===== src/hw/rtl/hlc_pkg.sv =====
// Shared types and codes for the Huffman letter codec.
// No dependencies; used by every module of the block.
package hlc_pkg;

    localparam int FUNC_W     = 3;
    localparam int LETTER_W   = 5;
    localparam int VALUE_W    = 24;
    localparam int STATUS_W   = 2;
    localparam int CODE_W     = 25;
    localparam int CODE_LEN_W = 5;

    localparam logic [FUNC_W-1:0] FN_COUNT  = 3'd0;
    localparam logic [FUNC_W-1:0] FN_LOAD   = 3'd1;
    localparam logic [FUNC_W-1:0] FN_BUILD  = 3'd2;
    localparam logic [FUNC_W-1:0] FN_DECODE = 3'd3;
    localparam logic [FUNC_W-1:0] FN_ENCODE = 3'd4;

    localparam logic [STATUS_W-1:0] ST_OK         = 2'd0;
    localparam logic [STATUS_W-1:0] ST_NO_LETTERS = 2'd1;
    localparam logic [STATUS_W-1:0] ST_UNUSABLE   = 2'd2;
    localparam logic [STATUS_W-1:0] ST_ABSENT     = 2'd3;

    // control broadcast to every cell of the ordered list
    typedef struct packed {
        logic clr;   // empty the list
        logic ins;   // insert the new entry in weight order
        logic pop2;  // drop the first two entries
    } list_ctrl_t;

endpackage


===== src/hw/rtl/hlc_cell.sv =====
// One cell of the weight-ordered list: holds one node index and its weight.
// Depends on hlc_pkg; instantiated in a row by huffman_letter_codec.
module hlc_cell
    import hlc_pkg::*;
#(
    parameter int NW = 6,
    parameter int WW = 29
)
(
    input  logic          clk,
    input  logic          rst_n,
    input  list_ctrl_t    ctrl,
    input  logic          head,
    input  logic [NW-1:0] new_node,
    input  logic [WW-1:0] new_weight,
    input  logic          prev_valid,
    input  logic [NW-1:0] prev_node,
    input  logic [WW-1:0] prev_weight,
    input  logic          prev_past,
    input  logic          far_valid,
    input  logic [NW-1:0] far_node,
    input  logic [WW-1:0] far_weight,
    output logic          valid,
    output logic [NW-1:0] node,
    output logic [WW-1:0] weight,
    output logic          past
);

    logic          valid_reg, valid_next;
    logic [NW-1:0] node_reg, node_next;
    logic [WW-1:0] weight_reg, weight_next;
    logic          cond;

    // head takes a new entry of equal weight; the rest only go past heavier ones
    assign cond = !valid_reg || (weight_reg > new_weight)
                  || (head && weight_reg == new_weight);
    assign past = prev_past || cond;

    always_comb
    begin
        valid_next  = valid_reg;
        node_next   = node_reg;
        weight_next = weight_reg;
        if (ctrl.clr)
        begin
            valid_next = 1'b0;
        end
        else if (ctrl.pop2)
        begin
            valid_next  = far_valid;
            node_next   = far_node;
            weight_next = far_weight;
        end
        else if (ctrl.ins && past)
        begin
            if (head || !prev_past)
            begin
                valid_next  = 1'b1;
                node_next   = new_node;
                weight_next = new_weight;
            end
            else
            begin
                valid_next  = prev_valid;
                node_next   = prev_node;
                weight_next = prev_weight;
            end
        end
    end

    always_ff @(posedge clk or negedge rst_n)
    begin
        if (!rst_n)
        begin
            valid_reg <= 1'b0;
        end
        else
        begin
            valid_reg <= valid_next;
        end
    end

    always_ff @(posedge clk)
    begin
        node_reg   <= node_next;
        weight_reg <= weight_next;
    end

    assign valid  = valid_reg;
    assign node   = node_reg;
    assign weight = weight_reg;

endmodule


===== config.mk =====
export PLATFORM = sky130hd
export DESIGN_NAME = hlc_cell
export DESIGN_NICKNAME = d
export VERILOG_FILES = /design/src/hw/rtl/hlc_pkg.sv /design/src/hw/rtl/hlc_cell.sv
export SDC_FILE = /design/constraint.sdc
export NUM_CORES = 1
export LEC_CHECK = 0
export ABC_AREA = 1
export BUFFER_PORTS_ARGS = -buffer_cell sky130_fd_sc_hd__buf_2
export CELL_PAD_IN_SITES_DETAIL_PLACEMENT = 1
export CELL_PAD_IN_SITES_GLOBAL_PLACEMENT = 2
export CORE_AREA = 2 2 127 92
export CTS_CLUSTER_DIAMETER = 100
export CTS_CLUSTER_SIZE = 30
export DETAILED_ROUTE_END_ITERATION = 16
export DIE_AREA = 0 0 129 94
export PLACE_DENSITY_LB_ADDON = 0.1
export SYNTH_ARGS = -nofsm -noshare
export SYNTH_HDL_FRONTEND = slang
export SYNTH_SLANG_ARGS = --single-unit

===== constraint.sdc =====
create_clock -name clk -period 11.1 [get_ports clk]
set_input_delay 0.555 -clock clk [delete_from_list [all_inputs] [get_ports clk]]
set_output_delay 0.555 -clock clk [all_outputs]
set_load 0.01 [all_outputs]

==> results.cfg <==
[sta]
finalCriticalPeriod_ps = 2470
post-route-period-util_pct = 22.3
fmax_mhz = 404
max_slew.worst_pin.slew_ps = 976
rsz0062_at_grt = no
setup_tns_ps = 0
slew_viol_final = 0
hold_violations = 0
clock_skew_ps = 6.62
relSlewSlack_pct = 34.8
setup_viol = 0

[grt]
grt_max_degree = 73
antenna_found_initial = 1
grt_overflow = 0
grt_pass1_vias = 2796
grt_pass1_wl_um = 14000
grt_usage_pct = 14.9

[synth]
syn_inst = 357
syn-num-nets = 500
seq_area_frac_synth_pct = 40.1
synth_cell_type_count = 19
avgSynthCellArea_um2 = 7.52
ys_ff_latch = 36
netlist_area_mm2 = 0.00268
yosysWarnings = 0

[routing]
drt_first_pass_iters = 4
ant_nets = 0
drt_wl_total_um = 8880
via_count = 2816
drcViolationCount = 0
viasPerCell = 4.28
drt_iter0_markers = 93
wl_per_cell_um = 13.5

[critical_path]
worstPathArrival_ps = 2390
r2r_cells = 12
end_kind = flip-flop
crit_path_max_fanout = 35
regToRegStartpoint = weight[20]
r2r_setup_slack_ps = 8630
startpoint_type = flip-flop
cpPeakStageDelay_ps = 440
path_cells = ha_1 -> nand2_1 -> nor2_1 -> nand4_1 -> and2b_1 -> nand3_1 -> nand2_1 -> inv_1 -> nand2_2 -> nand2_2 -> a21oi_4 -> buf_4
r2r_end = weight[19]
cp_slowest_cell = buf_4
crit_type = reg2reg
crit_required_ps = 11020

[placement]
io_buffers = 150
gp_congestion = 0.731
dp_hpwl_um = 6900

[power]
ir_worst_vdd_uv = 49.8
p_total_uw = 443
leakagePower_nw = 1.97
power_density_mw_per_mm2 = 117

[floorplan]
fp.dieArea_mm2 = 0.0121
num_io_pins = 151
die_h_um = 94
row_count = 32
start_util_pct = 24.7
core_area_mm2 = 0.0109
die_w_um = 129

[cts]
post_cts_buffers = 0
cts_tree = done
cts_buffer_depth = 2
cts_buffers = 5
hold_buffers = 0
cts-resized-gates = 0
clock_sinks = 36
path_clk_slew_ps = 60
cts.root.buffer_cell = clkbuf_16
cts_max_level = 2
worstSkewPairLatency_ps = 280

[cells_and_area]
nets = 646
multi_input_area_mm2 = 0.00139
fillCellCount = 1371
final_common_cell = buf_2
final_cell_mix = 150 x buf_2, 123 x nand2_1, 46 x nor2_1
drive_gt1_share_pct = 33.7
area_delta_synth_final_pct = 41.2
regArea_mm2 = 0.00108
largest_reg_flops = 29

[run]
cap_viol_max_count = 0

[hold_path]
holdCritPathClass = in2async

[run_status]
status = completed
-- cell families (layout without fill, tap and decap cells) --
family	after synthesis	in the layout	synth area share, %
other cells	0	1	0
flops	36	36	40.1
fa+ha+maj	29	29	13.5
buf+inv	61	208	8.67
simple gates	182	182	26.8
compound gates	49	49	11.0
-- routing by layer --
layer / track usage, % / up-vias / part of all wire [%]
met5: 0 / - / 0
met3: 4.10 / 6 / 6.7
met4: 3.26 / 0 / 0.71
met2: 21.9 / 87 / 41
li1: - / 1467 / -
met1: 21.6 / 1256 / 52
-- critical path, delay by kind of cell, from the launching register on --
kind / cells / cell delay, ps
simple gates: 8 / 790
buf+inv: 2 / 480
fa+ha+maj: 1 / 310
compound gates: 1 / 110
flops: 1 / 400
-- report_power, final --
part | internal, mW | switching, mW | total, mW
combinational | 0.0431 | 0.0585 | 0.102
clock | 0.118 | 0.0553 | 0.174
sequential | 0.163 | 0.00508 | 0.168
total | 0.324 | 0.119 | 0.443
-- worst max path at each step --
stage                 endpoint           start  depth (start not counted)
finish              weight[19]      weight[20]                         12
global route        weight[20]      weight[20]                         12
CTS                 weight[19]       weight[8]                         13
detailed placement  weight[15]   new_weight[8]                         15
global placement         valid            head                          7
floorplan              node[0]  new_weight[20]                         12
-- area by class of cell --
cell class              instances  share of cell area, %
multi-input cells             260                   36.7
flip-flops and latches         36                   28.4
repair buffers                152                   20.2
well taps                     153                   5.05
inverters                      48                   4.75
clock buffers                   7                   4.03
clock inverters                 1                  0.792
diodes                          1                 0.0660
-- cells in the mapped netlist (all sizes together) --
cell    instances  area, um2
a21o            2       15.0
a21oi          11       55.1
a31oi          35        219
and2b           1       7.51
buf             3       15.0
clkbuf         10       37.5
dfrtp           1       25.0
edfxtp         35       1050
ha             29        363
inv            48        180
nand2         125        474
nand3           5       25.0
nand4           1       6.26
nor2           48        185
nor3            2       20.0
o21ai           1       5.00
-- metrics by stage --
stage	utilization, %	std cells	cell area (um2)	setup slack (ps)	hold slack [ps]
after global routing	34.9	657	3790	8310	25.3
final	34.9	658	3790	8630	37.4
after floorplan	-	357	2680	7330	259
after global placement	33.2	649	3600	8320	331
after CTS	34.9	657	3790	8570	28.5
after detailed placement	33.2	649	3600	8290	333
(Power assumes the default switching activity.)
