==> config.mk <==
export PLATFORM = sky130hd
export DESIGN_NAME = hlc_node_store
export DESIGN_NICKNAME = d
export VERILOG_FILES = /design/src/hw/rtl/hlc_pkg.sv /design/src/hw/rtl/hlc_node_store.sv
export SDC_FILE = /design/constraint.sdc
export NUM_CORES = 1
export LEC_CHECK = 0
export BUFFER_PORTS_ARGS = -buffer_cell sky130_fd_sc_hd__buf_2
export CORE_ASPECT_RATIO = 1.75
export CORE_MARGIN = 3
export CORE_UTILIZATION = 56
export CTS_CLUSTER_DIAMETER = 150
export DETAILED_ROUTE_END_ITERATION = 16
export PLACE_DENSITY = 0.72
export RECOVER_POWER = 25
export SETUP_SLACK_MARGIN = 0.1
export SYNTH_ARGS = -nofsm -noshare
export SYNTH_HDL_FRONTEND = slang
export SYNTH_SLANG_ARGS = --single-unit
==> constraint.sdc <==
create_clock -name clk -period 2.86 [get_ports clk]
set_input_delay 0.715 -clock clk [delete_from_list [all_inputs] [get_ports clk]]
set_output_delay 0.715 -clock clk [all_outputs]
set_load 0.01 [all_outputs]
==> src/hw/rtl/hlc_pkg.sv <==
// Shared types and codes for the Huffman letter codec.
// No dependencies; used by every module of the block.
package hlc_pkg;

    localparam int FUNC_W     = 3;
    localparam int LETTER_W   = 5;
    localparam int VALUE_W    = 24;
    localparam int STATUS_W   = 2;
    localparam int CODE_W     = 25;
    localparam int CODE_LEN_W = 5;

    localparam logic [FUNC_W-1:0] FN_COUNT  = 3'd0;
    localparam logic [FUNC_W-1:0] FN_LOAD   = 3'd1;
    localparam logic [FUNC_W-1:0] FN_BUILD  = 3'd2;
    localparam logic [FUNC_W-1:0] FN_DECODE = 3'd3;
    localparam logic [FUNC_W-1:0] FN_ENCODE = 3'd4;

    localparam logic [STATUS_W-1:0] ST_OK         = 2'd0;
    localparam logic [STATUS_W-1:0] ST_NO_LETTERS = 2'd1;
    localparam logic [STATUS_W-1:0] ST_UNUSABLE   = 2'd2;
    localparam logic [STATUS_W-1:0] ST_ABSENT     = 2'd3;

    // control broadcast to every cell of the ordered list
    typedef struct packed {
        logic clr;   // empty the list
        logic ins;   // insert the new entry in weight order
        logic pop2;  // drop the first two entries
    } list_ctrl_t;

endpackage

==> src/hw/rtl/hlc_node_store.sv <==
// Tree node memory (children, leaf flag, letter) and parent memory (parent, side).
// Depends on hlc_pkg; instantiated by huffman_letter_codec.
module hlc_node_store
    import hlc_pkg::*;
#(
    parameter int NODES = 51,
    parameter int NW    = 6,
    parameter int LW    = 5
)
(
    input  logic          clk,
    input  logic          node_we,
    input  logic [NW-1:0] node_waddr,
    input  logic [NW-1:0] node_wleft,
    input  logic [NW-1:0] node_wright,
    input  logic          node_wleaf,
    input  logic [LW-1:0] node_wletter,
    input  logic [NW-1:0] node_raddr,
    output logic [NW-1:0] node_rleft,
    output logic [NW-1:0] node_rright,
    output logic          node_rleaf,
    output logic [LW-1:0] node_rletter,
    input  logic          par_we,
    input  logic [NW-1:0] par_waddr,
    input  logic [NW-1:0] par_wparent,
    input  logic          par_wside,
    input  logic [NW-1:0] par_raddr,
    output logic [NW-1:0] par_rparent,
    output logic          par_rside
);

    localparam int NODE_DW = 2 * NW + 1 + LW;
    localparam int PAR_DW  = NW + 1;

    logic [NODE_DW-1:0] node_mem [NODES];
    logic [PAR_DW-1:0]  par_mem  [NODES];
    logic [NODE_DW-1:0] node_rdata_reg;
    logic [PAR_DW-1:0]  par_rdata_reg;

    always_ff @(posedge clk)
    begin
        if (node_we)
        begin
            node_mem[node_waddr] <= {node_wleft, node_wright, node_wleaf, node_wletter};
        end
        node_rdata_reg <= node_mem[node_raddr];
    end

    always_ff @(posedge clk)
    begin
        if (par_we)
        begin
            par_mem[par_waddr] <= {par_wparent, par_wside};
        end
        par_rdata_reg <= par_mem[par_raddr];
    end

    assign {node_rleft, node_rright, node_rleaf, node_rletter} = node_rdata_reg;
    assign {par_rparent, par_rside} = par_rdata_reg;

endmodule

==> metrics.txt <==
ratio of total power to cell area=666 nW/µm²; worst-margin pin slew=1.99 ns; largest cells by area after synthesis=sky130_fd_sc_hd__edfxtp_1 77%, sky130_fd_sc_hd__mux4_2 12%, sky130_fd_sc_hd__mux2i_1 2.0%, sky130_fd_sc_hd__mux2_2 1.2%, sky130_fd_sc_hd__dfxtp_1 1.0%; Final Net Count=2,703; GRT overflow=0; antenna cells=0; insertion delay to the later sink of the worst-skew pair=0.73 ns; CTS buffer count=107; arrival time at the worst endpoint=2.89 ns; violated checks=capacitance limit, slew limit; vias after detailed routing=25,000; ys flop type=sky130_fd_sc_hd__edfxtp_1; chip height=401 µm; Setup crit start kind=input port; number of hold-slack violations in the final timing report=0; DRT Wirelength=122 mm; die area=93,000 µm²; fraction of layout instances using a drive strength above 1=30.4%; Post-CTS Setup Inserts=0; clk buf depth=3; hold crit path type=in2reg; crit path time final=2.35 ns; drt initial violations=2,518; start-to-end type of the worst setup path=in2reg; FF-to-FF setup slack=0.82 ns; clock tree from TritonCTS=yes; end point of the critical path=node_rdata_reg[9]; routability cong.=0.906; Core ar.=88,300 µm²; Worst Setup End Kind=register; worst-case setup slack after placement=-0.0281 ns; antenna violation net count after detailed routing=0; CTS root buf=sky130_fd_sc_hd__clkbuf_16; starting utilization of the core area=56.6%; antenna violations before repair=1; final hold slack=0.337 ns; Wirelength per Cell=31.2 µm; std cell rows=144; Worst EP required=3.40 ns; most used standard cell by instance count after synthesis=sky130_fd_sc_hd__edfxtp_1; number of enable-type register cells in the synthesized netlist=1,275; top cells by count, synth=1,275 x sky130_fd_sc_hd__edfxtp_1, 271 x sky130_fd_sc_hd__mux4_2, 109 x sky130_fd_sc_hd__nor2_1; core occupancy in the finished layout=64.3%; maximum fanout encountered on the critical timing path=23; first-pass GRT wire length=178 mm; instance count of the mapped netlist=2,328; number of maximum-capacitance constraint violations=5; maximum number of pins on one net before global-route repair=52; worst vdd rail ir drop=716 µV; capturing point of the worst reg2reg path=node_rdata_reg[9]; setup repair after global routing missed its margin=no; number of top-level pins=77; reg2reg path depth=5; net count after synthesis=2,380; Leakage Power=18.3 nW; clock slew at reported path FFs=0.07 ns; Layout Cells excl Fill=3,909; Max H-tree Level=3; Final Setup Violations=0; ratio of final minimum period to clock period=82.1%; number of flip-flops in the largest register=918; global routing usage summed across all routing layers=26.6%; Layout Area Growth over Synthesis=13.6%; Reg2Reg Launch Point=node_mem[22][9]; hold_buf cts=0; Worst Skew=0.0535 ns; portion of synthesized cell area occupied by the leading cell type=76.6%; Yosys top cell by area=sky130_fd_sc_hd__edfxtp_1; Die X-Extent=232 µm; total of warnings raised by yosys=0; area occupied by multi-input gates=10,400 µm²; remaining routing DRC violations=0; start point of the critical path=node_raddr[2]; #FFs+latches synth=1,300; Buffers on Ports=76; number of sinks driven by the clock tree=1,300; vias in the first global route=26,100; mapped cell area=50,000 µm²; beginning of the worst hold path=par_wparent[4]; Filler Cell Count=5,892; number of distinct library cell variants in the gate-level netlist after synthesis=44; register area share after synthesis=77.6%; relative slew slack=-32.9%; DPL Wire Length=80.0 mm; first drt pass iteration count=6; status=complete, but fails checks; Register Area=38,800 µm²; post-synthesis async set-or-reset flop share=0%; max frequency=0.426 GHz; minimum setup slack in the final design=0.513 ns; detail-routed via count per cell=6.40; total instance count after detailed placement=3,710; number of slew-limit violations in the final report=160; Avg Inst Size Synth=21.5 µm²; Gates resized, CTS repair=0
==> cell usage in the layout, fill, tap and decap left out, drive strengths merged, types with 11 or more instances in the layout <==
| cell | instances |
|---|---|
| nor2b | 22 |
| mux2 | 52 |
| o221ai | 16 |
| mux2i | 98 |
| nor3 | 16 |
| a31oi | 11 |
| o21ai | 23 |
| buf | 313 |
| nand3 | 34 |
| nand2 | 60 |
| nand2b | 17 |
| o2bb2ai | 16 |
| nor2 | 109 |
| mux4 | 271 |
| clkinv | 51 |
| edfxtp | 1275 |
| clkbuf | 153 |
| o22ai | 53 |
| a211oi | 15 |
| dfxtp | 25 |
==> worst min path at each step <==
stage	cells after the start	endpoint	slack, ns
after floorplan	4	node_rdata_reg[10]	0.63
after global placement	5	node_rdata_reg[2]	0.72
after detailed placement	5	node_rdata_reg[2]	0.73
after CTS	1	par_mem[40][5]	0.22
after global routing	1	par_mem[40][5]	0.32
final	1	par_mem[40][5]	0.34
==> per-layer routing <==
| layer | track usage, % | vias up | share of wire (%) |
|---|---|---|---|
| li1 | - | 10400 | - |
| met1 | 31.2 | 13100 | 33 |
| met2 | 46.9 | 1247 | 54 |
| met3 | 3.84 | 281 | 6.8 |
| met4 | 15.3 | 0 | 6.5 |
| met5 | 0 | - | 0 |
==> per-stage QoR <==
step | power, W | setup TNS, ns | cell area (µm²)
floorplan | 0.0226 | 0 | 50000
global placement | 0.0236 | -0.0511 | 53400
detailed placement | 0.0237 | -0.0281 | 53400
CTS | 0.0380 | 0 | 56800
global route | 0.0388 | 0 | 56800
finish | 0.0378 | 0 | 56800
==> power by group <==
| part | leakage (nW) | total, W | switching (W) | internal [W] |
|---|---|---|---|---|
| combinational | 4.90 | 0.00213 | 0.00131 | 0.000821 |
| sequential | 11.7 | 0.0212 | 0.0000734 | 0.0211 |
| clock | 1.67 | 0.0145 | 0.00680 | 0.00770 |
==> cells by family after synthesis <==
kind of cell           synth area share [%]
AO/OA/AOI/OAI                          2.83
AND/OR/NAND/NOR                        2.61
flip-flops                             77.6
multiplexers                           15.3
buffers and inverters                  1.62
==> final cells by class <==
class                   instances  share of cell area (%)
inverters                       1                 0.00661
clock buffers                 124                    4.83
repair buffers                342                    4.60
flip-flops and latches       1300                    68.3
multi-input cells             899                    18.4
well taps                    1168                    2.57
clock inverters                75                    1.27
==> critical path, cell delays in order <==
cell and delay [ns]:
sky130_fd_sc_hd__buf_4 0.34, sky130_fd_sc_hd__buf_12 0.24, sky130_fd_sc_hd__nand3b_1 0.48, sky130_fd_sc_hd__o22ai_1 0.14
sky130_fd_sc_hd__buf_4 0.21, sky130_fd_sc_hd__o41ai_1 0.73
(Power assumes the default switching activity.)
